[config.mk]
export PLATFORM = sky130hd
export DESIGN_NAME = sleep_timer_table_top
export DESIGN_NICKNAME = d
export VERILOG_FILES = /design/src/hdl/sttt_pkg.sv /design/src/hdl/sttt_div55.sv /design/src/hdl/sttt_cell.sv /design/src/hdl/sleep_timer_table_top.sv
export SDC_FILE = /design/constraint.sdc
export NUM_CORES = 1
export LEC_CHECK = 0
export ABC_CLOCK_PERIOD_IN_PS = 5000
export BUFFER_PORTS_ARGS = -buffer_cell sky130_fd_sc_hd__buf_4
export CAP_MARGIN = 20
export CORE_ASPECT_RATIO = 1.4
export CORE_MARGIN = 2
export CORE_UTILIZATION = 51
export CTS_BUF_LIST = sky130_fd_sc_hd__clkbuf_8 sky130_fd_sc_hd__clkbuf_16
export DETAILED_ROUTE_END_ITERATION = 8
export GPL_TIMING_DRIVEN = 0
export PLACE_DENSITY = 0.69
export SETUP_SLACK_MARGIN = 0.4
export SLEW_MARGIN = 15
export SYNTH_ARGS = -nofsm -noshare
export SYNTH_HDL_FRONTEND = slang
export SYNTH_SLANG_ARGS = --single-unit
[constraint.sdc]
create_clock -name clk_i -period 5 [get_ports clk_i]
set_input_delay 0.25 -clock clk_i [delete_from_list [all_inputs] [get_ports clk_i]]
set_output_delay 0.25 -clock clk_i [all_outputs]
set_load 0.01 [all_outputs]
[src/hdl/sttt_pkg.sv]
// shared types and constants of the sleep timer table
package sttt_pkg;

  localparam int SLOTS_DEF  = 16;
  localparam int PID_W      = 8;
  localparam int MS_W       = 32;
  localparam int CD_W       = 27;
  localparam int TICK_MS    = 55;
  localparam int IN_DATA_W  = 40;
  localparam int OUT_DATA_W = 16;
  localparam int EV_W       = 2;

  // result event codes
  typedef enum logic [EV_W-1:0] {
    EV_BLOCKED = 2'd0,
    EV_WOKEN   = 2'd1,
    EV_SHORT   = 2'd2,
    EV_FULL    = 2'd3
  } ev_e;

  // what a cell loads at the next edge
  typedef enum logic [1:0] {
    CELL_HOLD = 2'd0,
    CELL_BACK = 2'd1,
    CELL_FWD  = 2'd2,
    CELL_LOAD = 2'd3
  } cell_op_e;

  typedef struct packed {
    logic             valid;
    logic [PID_W-1:0] pid;
    logic [CD_W-1:0]  cd;
  } slot_t;

endpackage

[src/hdl/sttt_div55.sv]
// divide a 32-bit duration by the tick length, four quotient bits a cycle
module sttt_div55 (
  input  logic                        clk_i,
  input  logic                        rst_ni,
  input  logic                        start_i,
  input  logic [sttt_pkg::MS_W-1:0]   dividend_i,
  output logic                        busy_o,
  output logic [sttt_pkg::CD_W-1:0]   quot_o
);

  localparam int BITS  = 4;
  localparam int STEPS = sttt_pkg::MS_W / BITS;
  localparam int CNT_W = $clog2(STEPS);
  localparam int REM_W = $clog2(sttt_pkg::TICK_MS);

  logic [sttt_pkg::MS_W-1:0] num_q, num_d;
  // quotient bits above the countdown width are always zero and shift out
  logic [sttt_pkg::CD_W-1:0] quo_q, quo_d;
  logic [REM_W-1:0]          rem_q, rem_d;
  logic [CNT_W-1:0]          cnt_q;
  logic                      busy_q;
  logic [BITS-1:0]           qbits;

  // restoring steps against the constant divisor, remainder stays below it
  always_comb begin
    logic [REM_W:0]   t;
    logic [REM_W-1:0] r;
    r = rem_q;
    for (int k = 0; k < BITS; k++) begin
      t = {r, num_q[sttt_pkg::MS_W-1-k]};
      if (t >= (REM_W+1)'(sttt_pkg::TICK_MS)) begin
        t = t - (REM_W+1)'(sttt_pkg::TICK_MS);
        qbits[BITS-1-k] = 1'b1;
      end else begin
        qbits[BITS-1-k] = 1'b0;
      end
      r = t[REM_W-1:0];
    end
    rem_d = r;
    num_d = num_q << BITS;
    quo_d = {quo_q[sttt_pkg::CD_W-BITS-1:0], qbits};
  end

  always_ff @(posedge clk_i or negedge rst_ni) begin
    if (!rst_ni) begin
      busy_q <= 1'b0;
      cnt_q  <= '0;
    end else if (start_i) begin
      busy_q <= 1'b1;
      cnt_q  <= CNT_W'(STEPS - 1);
    end else if (busy_q) begin
      if (cnt_q == '0) begin
        busy_q <= 1'b0;
      end else begin
        cnt_q <= cnt_q - 1'b1;
      end
    end
  end

  always_ff @(posedge clk_i) begin
    if (start_i) begin
      num_q <= dividend_i;
      rem_q <= '0;
    end else if (busy_q) begin
      num_q <= num_d;
      rem_q <= rem_d;
      quo_q <= quo_d;
    end
  end

  assign busy_o = busy_q;
  assign quot_o = quo_q;

endmodule

[src/hdl/sttt_cell.sv]
// one table slot: holds an entry and takes it from a neighbor or the load bus
module sttt_cell (
  input  logic                clk_i,
  input  logic                rst_ni,
  input  sttt_pkg::cell_op_e  op_i,
  input  sttt_pkg::slot_t     prev_i,
  input  sttt_pkg::slot_t     next_i,
  input  sttt_pkg::slot_t     load_i,
  output sttt_pkg::slot_t     slot_o
);

  sttt_pkg::slot_t              slot_d;
  logic                         valid_q;
  logic [sttt_pkg::PID_W-1:0]   pid_q;
  logic [sttt_pkg::CD_W-1:0]    cd_q;

  always_comb begin
    case (op_i)
      sttt_pkg::CELL_BACK: slot_d = prev_i;
      sttt_pkg::CELL_FWD:  slot_d = next_i;
      sttt_pkg::CELL_LOAD: slot_d = load_i;
      default:             slot_d = slot_o;
    endcase
  end

  always_ff @(posedge clk_i or negedge rst_ni) begin
    if (!rst_ni) begin
      valid_q <= 1'b0;
    end else begin
      valid_q <= slot_d.valid;
    end
  end

  always_ff @(posedge clk_i) begin
    pid_q <= slot_d.pid;
    cd_q  <= slot_d.cd;
  end

  assign slot_o = {valid_q, pid_q, cd_q};

endmodule

[src/hdl/sleep_timer_table_top.sv]
// sleep timer table: a chain of slot cells kept newest first
// sleep request: the milliseconds are divided by 55 into ticks, then the entry is inserted
// sleep request: the next item is taken only once the result is loaded, which output stalls delay
// tick: the next item is taken only after every occupied slot is visited and the held wake is out
// one head slot is visited per cycle while no expiry stalls; a held wake waits for the output register to free up
// reset (async, active low) empties the table at once; no clearing pass is needed
module sleep_timer_table_top #(
  parameter int SLOTS = sttt_pkg::SLOTS_DEF
) (
  input  logic                              clk_i,
  input  logic                              rst_ni,
  // input item
  input  logic                              s_axis_tvalid,
  output logic                              s_axis_tready,
  // [7:0] process_id, [39:8] milliseconds
  input  logic [sttt_pkg::IN_DATA_W-1:0]    s_axis_tdata,
  // [0] kind: 0 tick, 1 sleep request
  input  logic                              s_axis_tuser,
  // result item
  output logic                              m_axis_tvalid,
  input  logic                              m_axis_tready,
  // [7:0] process_id_out, [9:8] event_res, [15:10] zero
  output logic [sttt_pkg::OUT_DATA_W-1:0]   m_axis_tdata,
  // last result of the input item
  output logic                              m_axis_tlast
);

  localparam int OCC_W = $clog2(SLOTS + 1);

  typedef enum logic [2:0] {
    ST_IDLE,
    ST_DIV,
    ST_REQ,
    ST_TICK,
    ST_FLUSH
  } state_e;

  state_e                           state_q;
  logic [OCC_W-1:0]                 occ_q;     // occupied slots
  logic [OCC_W-1:0]                 rem_q;     // slots still to visit on a tick
  logic                             pend_v_q;  // wake held back until we know if it is last
  logic [sttt_pkg::PID_W-1:0]       pend_pid_q;
  logic [sttt_pkg::PID_W-1:0]       req_pid_q;

  // output register
  logic                             out_v_q;
  logic [sttt_pkg::PID_W-1:0]       out_pid_q;
  sttt_pkg::ev_e                    out_ev_q;
  logic                             out_last_q;

  logic                             accept;
  logic                             out_free;
  logic                             out_load;
  logic                             div_start;
  logic                             div_busy;
  logic [sttt_pkg::CD_W-1:0]        quot;
  logic                             full;
  logic                             head_exp;
  logic                             tick_step;
  logic                             req_go;
  logic                             ins;

  sttt_pkg::slot_t                  slot_w [SLOTS];
  sttt_pkg::slot_t                  prev_w [SLOTS];
  sttt_pkg::slot_t                  next_w [SLOTS];
  sttt_pkg::cell_op_e               op_w   [SLOTS];
  sttt_pkg::slot_t                  new_entry;
  sttt_pkg::slot_t                  survivor;

  assign s_axis_tready = (state_q == ST_IDLE);
  assign accept        = s_axis_tvalid && s_axis_tready;
  assign div_start     = accept && s_axis_tuser;
  assign out_free      = !out_v_q || m_axis_tready;

  // duration to ticks
  sttt_div55 u_div (
    .clk_i      (clk_i),
    .rst_ni     (rst_ni),
    .start_i    (div_start),
    .dividend_i (s_axis_tdata[sttt_pkg::IN_DATA_W-1:sttt_pkg::PID_W]),
    .busy_o     (div_busy),
    .quot_o     (quot)
  );

  // table is full when the tail cell holds an entry
  assign full = slot_w[SLOTS-1].valid;

  // head entry expires on this tick when its countdown is one or zero
  assign head_exp = (slot_w[0].cd <= sttt_pkg::CD_W'(1));

  // a tick step pops the head; an expiry needs room to push out the held wake
  assign tick_step = (state_q == ST_TICK) && (rem_q != '0) &&
                     (!head_exp || !pend_v_q || out_free);
  assign req_go    = (state_q == ST_REQ) && out_free;
  assign ins       = req_go && (quot != '0) && !full;

  // the output register takes a new result
  assign out_load  = req_go ||
                     (tick_step && head_exp && pend_v_q) ||
                     ((state_q == ST_FLUSH) && pend_v_q && out_free);

  always_comb begin
    new_entry.valid = 1'b1;
    new_entry.pid   = req_pid_q;
    new_entry.cd    = quot;
    survivor.valid  = 1'b1;
    survivor.pid    = slot_w[0].pid;
    survivor.cd     = slot_w[0].cd - 1'b1;
  end

  // neighbor wiring and per-cell operation
  // tick: all cells move toward the head, a surviving head re-enters
  // just behind the entries already in the chain, keeping the order
  always_comb begin
    for (int i = 0; i < SLOTS; i++) begin
      prev_w[i] = (i == 0) ? new_entry : slot_w[(i == 0) ? 0 : i-1];
      next_w[i] = (i == SLOTS-1) ? '0 : slot_w[(i == SLOTS-1) ? i : i+1];
      op_w[i]   = sttt_pkg::CELL_HOLD;
      if (ins) begin
        op_w[i] = sttt_pkg::CELL_BACK;
      end else if (tick_step) begin
        if (!head_exp && (occ_q == OCC_W'(i + 1))) begin
          op_w[i] = sttt_pkg::CELL_LOAD;
        end else begin
          op_w[i] = sttt_pkg::CELL_FWD;
        end
      end
    end
  end

  for (genvar g = 0; g < SLOTS; g++) begin : g_cell
    sttt_cell u_cell (
      .clk_i  (clk_i),
      .rst_ni (rst_ni),
      .op_i   (op_w[g]),
      .prev_i (prev_w[g]),
      .next_i (next_w[g]),
      .load_i (survivor),
      .slot_o (slot_w[g])
    );
  end

  // sequencer, counters and output register
  always_ff @(posedge clk_i or negedge rst_ni) begin
    if (!rst_ni) begin
      state_q    <= ST_IDLE;
      occ_q      <= '0;
      rem_q      <= '0;
      pend_v_q   <= 1'b0;
      pend_pid_q <= '0;
      req_pid_q  <= '0;
      out_v_q    <= 1'b0;
      out_pid_q  <= '0;
      out_ev_q   <= sttt_pkg::EV_BLOCKED;
      out_last_q <= 1'b0;
    end else begin
      if (out_load) begin
        out_v_q <= 1'b1;
      end else if (m_axis_tready) begin
        out_v_q <= 1'b0;
      end
      case (state_q)
        ST_IDLE: begin
          if (accept) begin
            req_pid_q <= s_axis_tdata[sttt_pkg::PID_W-1:0];
            if (s_axis_tuser) begin
              state_q <= ST_DIV;
            end else begin
              rem_q    <= occ_q;
              pend_v_q <= 1'b0;
              state_q  <= ST_TICK;
            end
          end
        end
        ST_DIV: begin
          if (!div_busy) begin
            state_q <= ST_REQ;
          end
        end
        ST_REQ: begin
          if (req_go) begin
            out_pid_q  <= req_pid_q;
            out_last_q <= 1'b1;
            if (quot == '0) begin
              out_ev_q <= sttt_pkg::EV_SHORT;
            end else if (full) begin
              out_ev_q <= sttt_pkg::EV_FULL;
            end else begin
              out_ev_q <= sttt_pkg::EV_BLOCKED;
              occ_q    <= occ_q + 1'b1;
            end
            state_q <= ST_IDLE;
          end
        end
        ST_TICK: begin
          if (rem_q == '0) begin
            state_q <= ST_FLUSH;
          end else if (tick_step) begin
            rem_q <= rem_q - 1'b1;
            if (head_exp) begin
              occ_q      <= occ_q - 1'b1;
              pend_v_q   <= 1'b1;
              pend_pid_q <= slot_w[0].pid;
              if (pend_v_q) begin
                out_pid_q  <= pend_pid_q;
                out_ev_q   <= sttt_pkg::EV_WOKEN;
                out_last_q <= 1'b0;
              end
            end
          end
        end
        ST_FLUSH: begin
          if (!pend_v_q) begin
            state_q <= ST_IDLE;
          end else if (out_free) begin
            out_pid_q  <= pend_pid_q;
            out_ev_q   <= sttt_pkg::EV_WOKEN;
            out_last_q <= 1'b1;
            pend_v_q   <= 1'b0;
            state_q    <= ST_IDLE;
          end
        end
        default: begin
          state_q <= ST_IDLE;
        end
      endcase
    end
  end

  assign m_axis_tvalid = out_v_q;
  assign m_axis_tdata  = {(sttt_pkg::OUT_DATA_W - sttt_pkg::PID_W - sttt_pkg::EV_W)'(0),
                          out_ev_q, out_pid_q};
  assign m_axis_tlast  = out_last_q;

endmodule

==> impl_metrics.py <==
metrics = {
    "logic_synthesis": {
        "synth-seq-area-share": 0.609,
        "async_flop_share": 0.0902,
        "synth-main-ff-cell": "edfxtp_1",
        "synth_cells": 3020,
        "synth.ff_latch_count": 687,
        "synth_top_area_cell": "edfxtp_1",
        "yosys_warnings": 0,
        "syn_area_um2": 33300,
        "synth-edff-count": 619,
        "yosysTopAreaCellShare": 0.558,
        "synth_cell_types": 79,
        "synth_area_leaders": "edfxtp_1 56%, a221o_1 8.8%, nand2_1 6.2%",
        "synth.avg_cell_area_um2": 11.0,
    },
    "clock_network": {
        "cts_root_buf": "clkbuf_16",
        "path_clk_slew_ns": 0.06,
        "clock_sinks": 687,
        "cts_tree": "built",
        "worstSkewPairLatency_ns": 0.64,
        "cts_buffers": 67,
        "cts.path.max_buffers": 3,
        "htreeDepth": 3,
    },
    "layout": {
        "layout-drive-gt1-share": 0.122,
        "final_design_area_no_fill_um2": 38300,
        "fin_cells": 4131,
        "post-route-util": 0.595,
        "final_cell_mix": "619 x edfxtp_1, 533 x nand2_1, 423 x nor2_1",
        "mostFrequentLayoutCell": "edfxtp_1",
        "final_nets": 3300,
        "area_growth_pct": 15.2,
    },
    "sta": {
        "min_period_over_period": 0.941,
        "worst_pin_slew_ns": 1.24,
        "final.setup_skew_ns": 0.0476,
        "rsz0062_at_grt": "yes",
        "finalSetupViolCount": 0,
        "tns_ns": 0,
        "maxSlewHeadroom": 0.171,
        "max_freq_mhz": 212,
        "hold_viol_final": 0,
        "fin_crit_ns": 4.71,
        "slew_viol_final": 0,
    },
    "critical_path": {
        "critPathSlowestCell": "edfxtp_1",
        "critPathMaxStageDelay_ns": 0.43,
        "end_kind": "flip-flop",
        "crit_chain": "ha_4, o21bai_1, o22ai_2, or2_4, ha_4, and2_4, a32oi_2, a31o_1, nand2_2, xor2_2, ha_4, o2111ai_2, or4_1, nand3b_1, o31a_1, buf_6, xor2_4, ha_4, nand2_4, mux2i_4, o21a_1, mux2i_2, a211oi_2",
        "critical_path.max_fanout": 5,
        "worst_path_most_repeated_cell": "ha_4",
        "critPathKind": "reg2reg",
        "critPathLaunchType": "flip-flop",
        "worstPathRequired_ns": 5.53,
        "worstPathArrival_ns": 5.24,
    },
    "global_routing": {
        "overflow": 0,
        "antenna_found_initial": 0,
        "grt.total_usage": 0.320,
        "grt_max_degree": 63,
        "grt_pass1_wl_mm": 162,
        "grt_pass1_vias": 27548,
    },
    "die": {
        "ios": 64,
        "start_util": 0.517,
        "die_w_um": 220,
        "core-area_um2": 64400,
        "dieArea_um2": 67400,
        "fp-row-count": 110,
        "die_h_um": 306,
    },
    "place": {
        "gp_congestion": 0.940,
        "placed_cell_area_um2": 35100,
        "dp.cells": 3933,
        "hpwl_mm": 79.2,
        "portBuffers": 57,
    },
    "power_and_ir_drop": {
        "power_density_nw_per_um2": 845,
        "p_leak_nw": 14.5,
        "ir_worst_vdd_v": 0.000519,
    },
    "route": {
        "drtIter0Drc": 3484,
        "drt-total-wl_mm": 109,
        "postRouteAntennaNets": 0,
        "drt_first_pass_iters": 6,
        "drc": 0,
        "viasPerCell": 6.64,
        "wl_per_cell_um": 26.4,
        "vias": 27430,
    },
    "flow_run": {
        "cap_violations": 0,
    },
    "status": {
        "status": "complete, no violations",
    },
    "min_path": {
        "hold_path.class": "in2reg",
    },
}
registers in the layout, indices dropped and copies added (netlist names):
signal	count
g_cell.u_cell.cd_q	432
g_cell.u_cell.pid_q	128
g_cell.u_cell.valid_q	16
m_axis_tlast	1
m_axis_tvalid	1
occ_q	5
out_ev_q	2
out_pid_q	8
pend_pid_q	8
pend_v_q	1
rem_q	5
req_pid_q	8
state_q	3
u_div.busy_o	1
u_div.cnt_q	3
u_div.num_q	32
u_div.quot_o	27
u_div.rem_q	6
power breakdown:
part / internal, mW / leakage [nW] / switching, mW
combinational: 4.96 / 6.67 / 8.41
clock: 2.94 / 1.14 / 2.33
sequential: 11.3 / 6.67 / 2.48
Yosys cell counts, types with 5 or more instances:
cell,n
o21ai_0,191
nor3_1,31
dfxtp_1,6
a31oi_1,16
a221o_1,292
o211ai_1,5
a211oi_1,6
buf_1,11
nor4_1,12
a22o_1,8
nor2_1,432
buf_4,8
a221oi_1,6
nand4_1,5
inv_1,23
mux2_1,5
dfrtp_1,62
nand2_1,552
and2_1,13
a21oi_1,140
buf_2,75
or4_1,7
edfxtp_1,619
xnor2_1,18
a22oi_1,90
clkbuf_1,148
mux2_2,13
nor2b_1,31
o22ai_1,5
mux2i_1,36
and3_1,7
or3_1,5
ha_1,18
xor2_1,15
nand3_1,29
cell type report:
| class | count | area (µm²) |
|---|---|---|
| fill | 5325 | 26100 |
| sequential | 687 | 20300 |
| multi-input combinational | 2070 | 12300 |
| clock buffer | 69 | 1730 |
| timing repair buffer | 142 | 1300 |
| buffer | 244 | 1120 |
| tap | 840 | 1050 |
| clock inverter | 53 | 488 |
| inverter | 24 | 98.8 |
| timing repair inverter | 1 | 7.51 |
| antenna | 1 | 2.50 |
routing by layer:
layer | GRT usage | share of wire | vias up
met5 | 0 | 0 | -
met4 | 0.212 | 0.070 | 0
met3 | 0.0496 | 0.081 | 361
met2 | 0.527 | 0.49 | 1714
met1 | 0.388 | 0.36 | 13587
li1 | - | - | 11768
path summary, 6_finish.rpt:
| check | from | slack [ns] | cells after the start | endpoint |
|---|---|---|---|---|
| setup / recovery | u_div.num_q[31] | 0.29 | 23 | u_div.rem_q[4] |
| hold / removal | s_axis_tuser | 0.09 | 3 | state_q[1] |
| setup reg to reg | u_div.num_q[31] | 0.29 | 23 | u_div.rem_q[4] |
| hold reg to reg | pend_pid_q[0] | 0.48 | 2 | pend_pid_q[0] |
| max in group asynchronous | rst_ni | 4.16 | 2 | pend_pid_q[7] |
| min in group asynchronous | rst_ni | 0.23 | 2 | g_cell[12].u_cell.valid_q |
logic make-up after synthesis:
family	count (synthesis)	share of synthesized area
AOI/OAI and AO/OA	805	0.180
xor gates and xnor gates	34	0.00917
and+or+nand+nor	1150	0.142
DFF	687	0.609
adders and majority gates	18	0.00677
buffers and inverters	268	0.0344
muxes	57	0.0189
other	1	0.000113
critical path, delay by kind of cell (launching register included):
family / cells / cell delay [ns]
AOI/OAI and AO/OA: 8 / 1.37
and+or+nand+nor: 6 / 1.19
adders and majority gates: 4 / 0.77
DFF: 1 / 0.43
xor gates and xnor gates: 2 / 0.41
muxes: 2 / 0.34
buffers and inverters: 1 / 0.13
metrics by stage:
| step | hold slack [ns] | power [mW] | setup slack [ns] |
|---|---|---|---|
| finish | 0.0898 | 32.4 | 0.294 |
| global route | 0.110 | 33.7 | 0.145 |
| CTS | 0.0754 | 31.4 | 0.403 |
| detailed placement | 0.373 | 25.6 | -0.511 |
| global placement | 0.366 | 25.0 | -1.26 |
| floorplan | -0.0456 | 20.8 | 0.412 |
what timing repair did:
| action | CTS | global route |
|---|---|---|
| resized for setup | 39 | 72 |
| pin swaps | 6 | 12 |
| cloned | 1 | 0 |
| setup buffers | 15 | 18 |
| hold buffers | 41 | 0 |
| setup endpoints to repair | 945 | 558 |
| endpoints found under the hold margin | 102 | 0 |
Power figures use the tool's default switching activity.
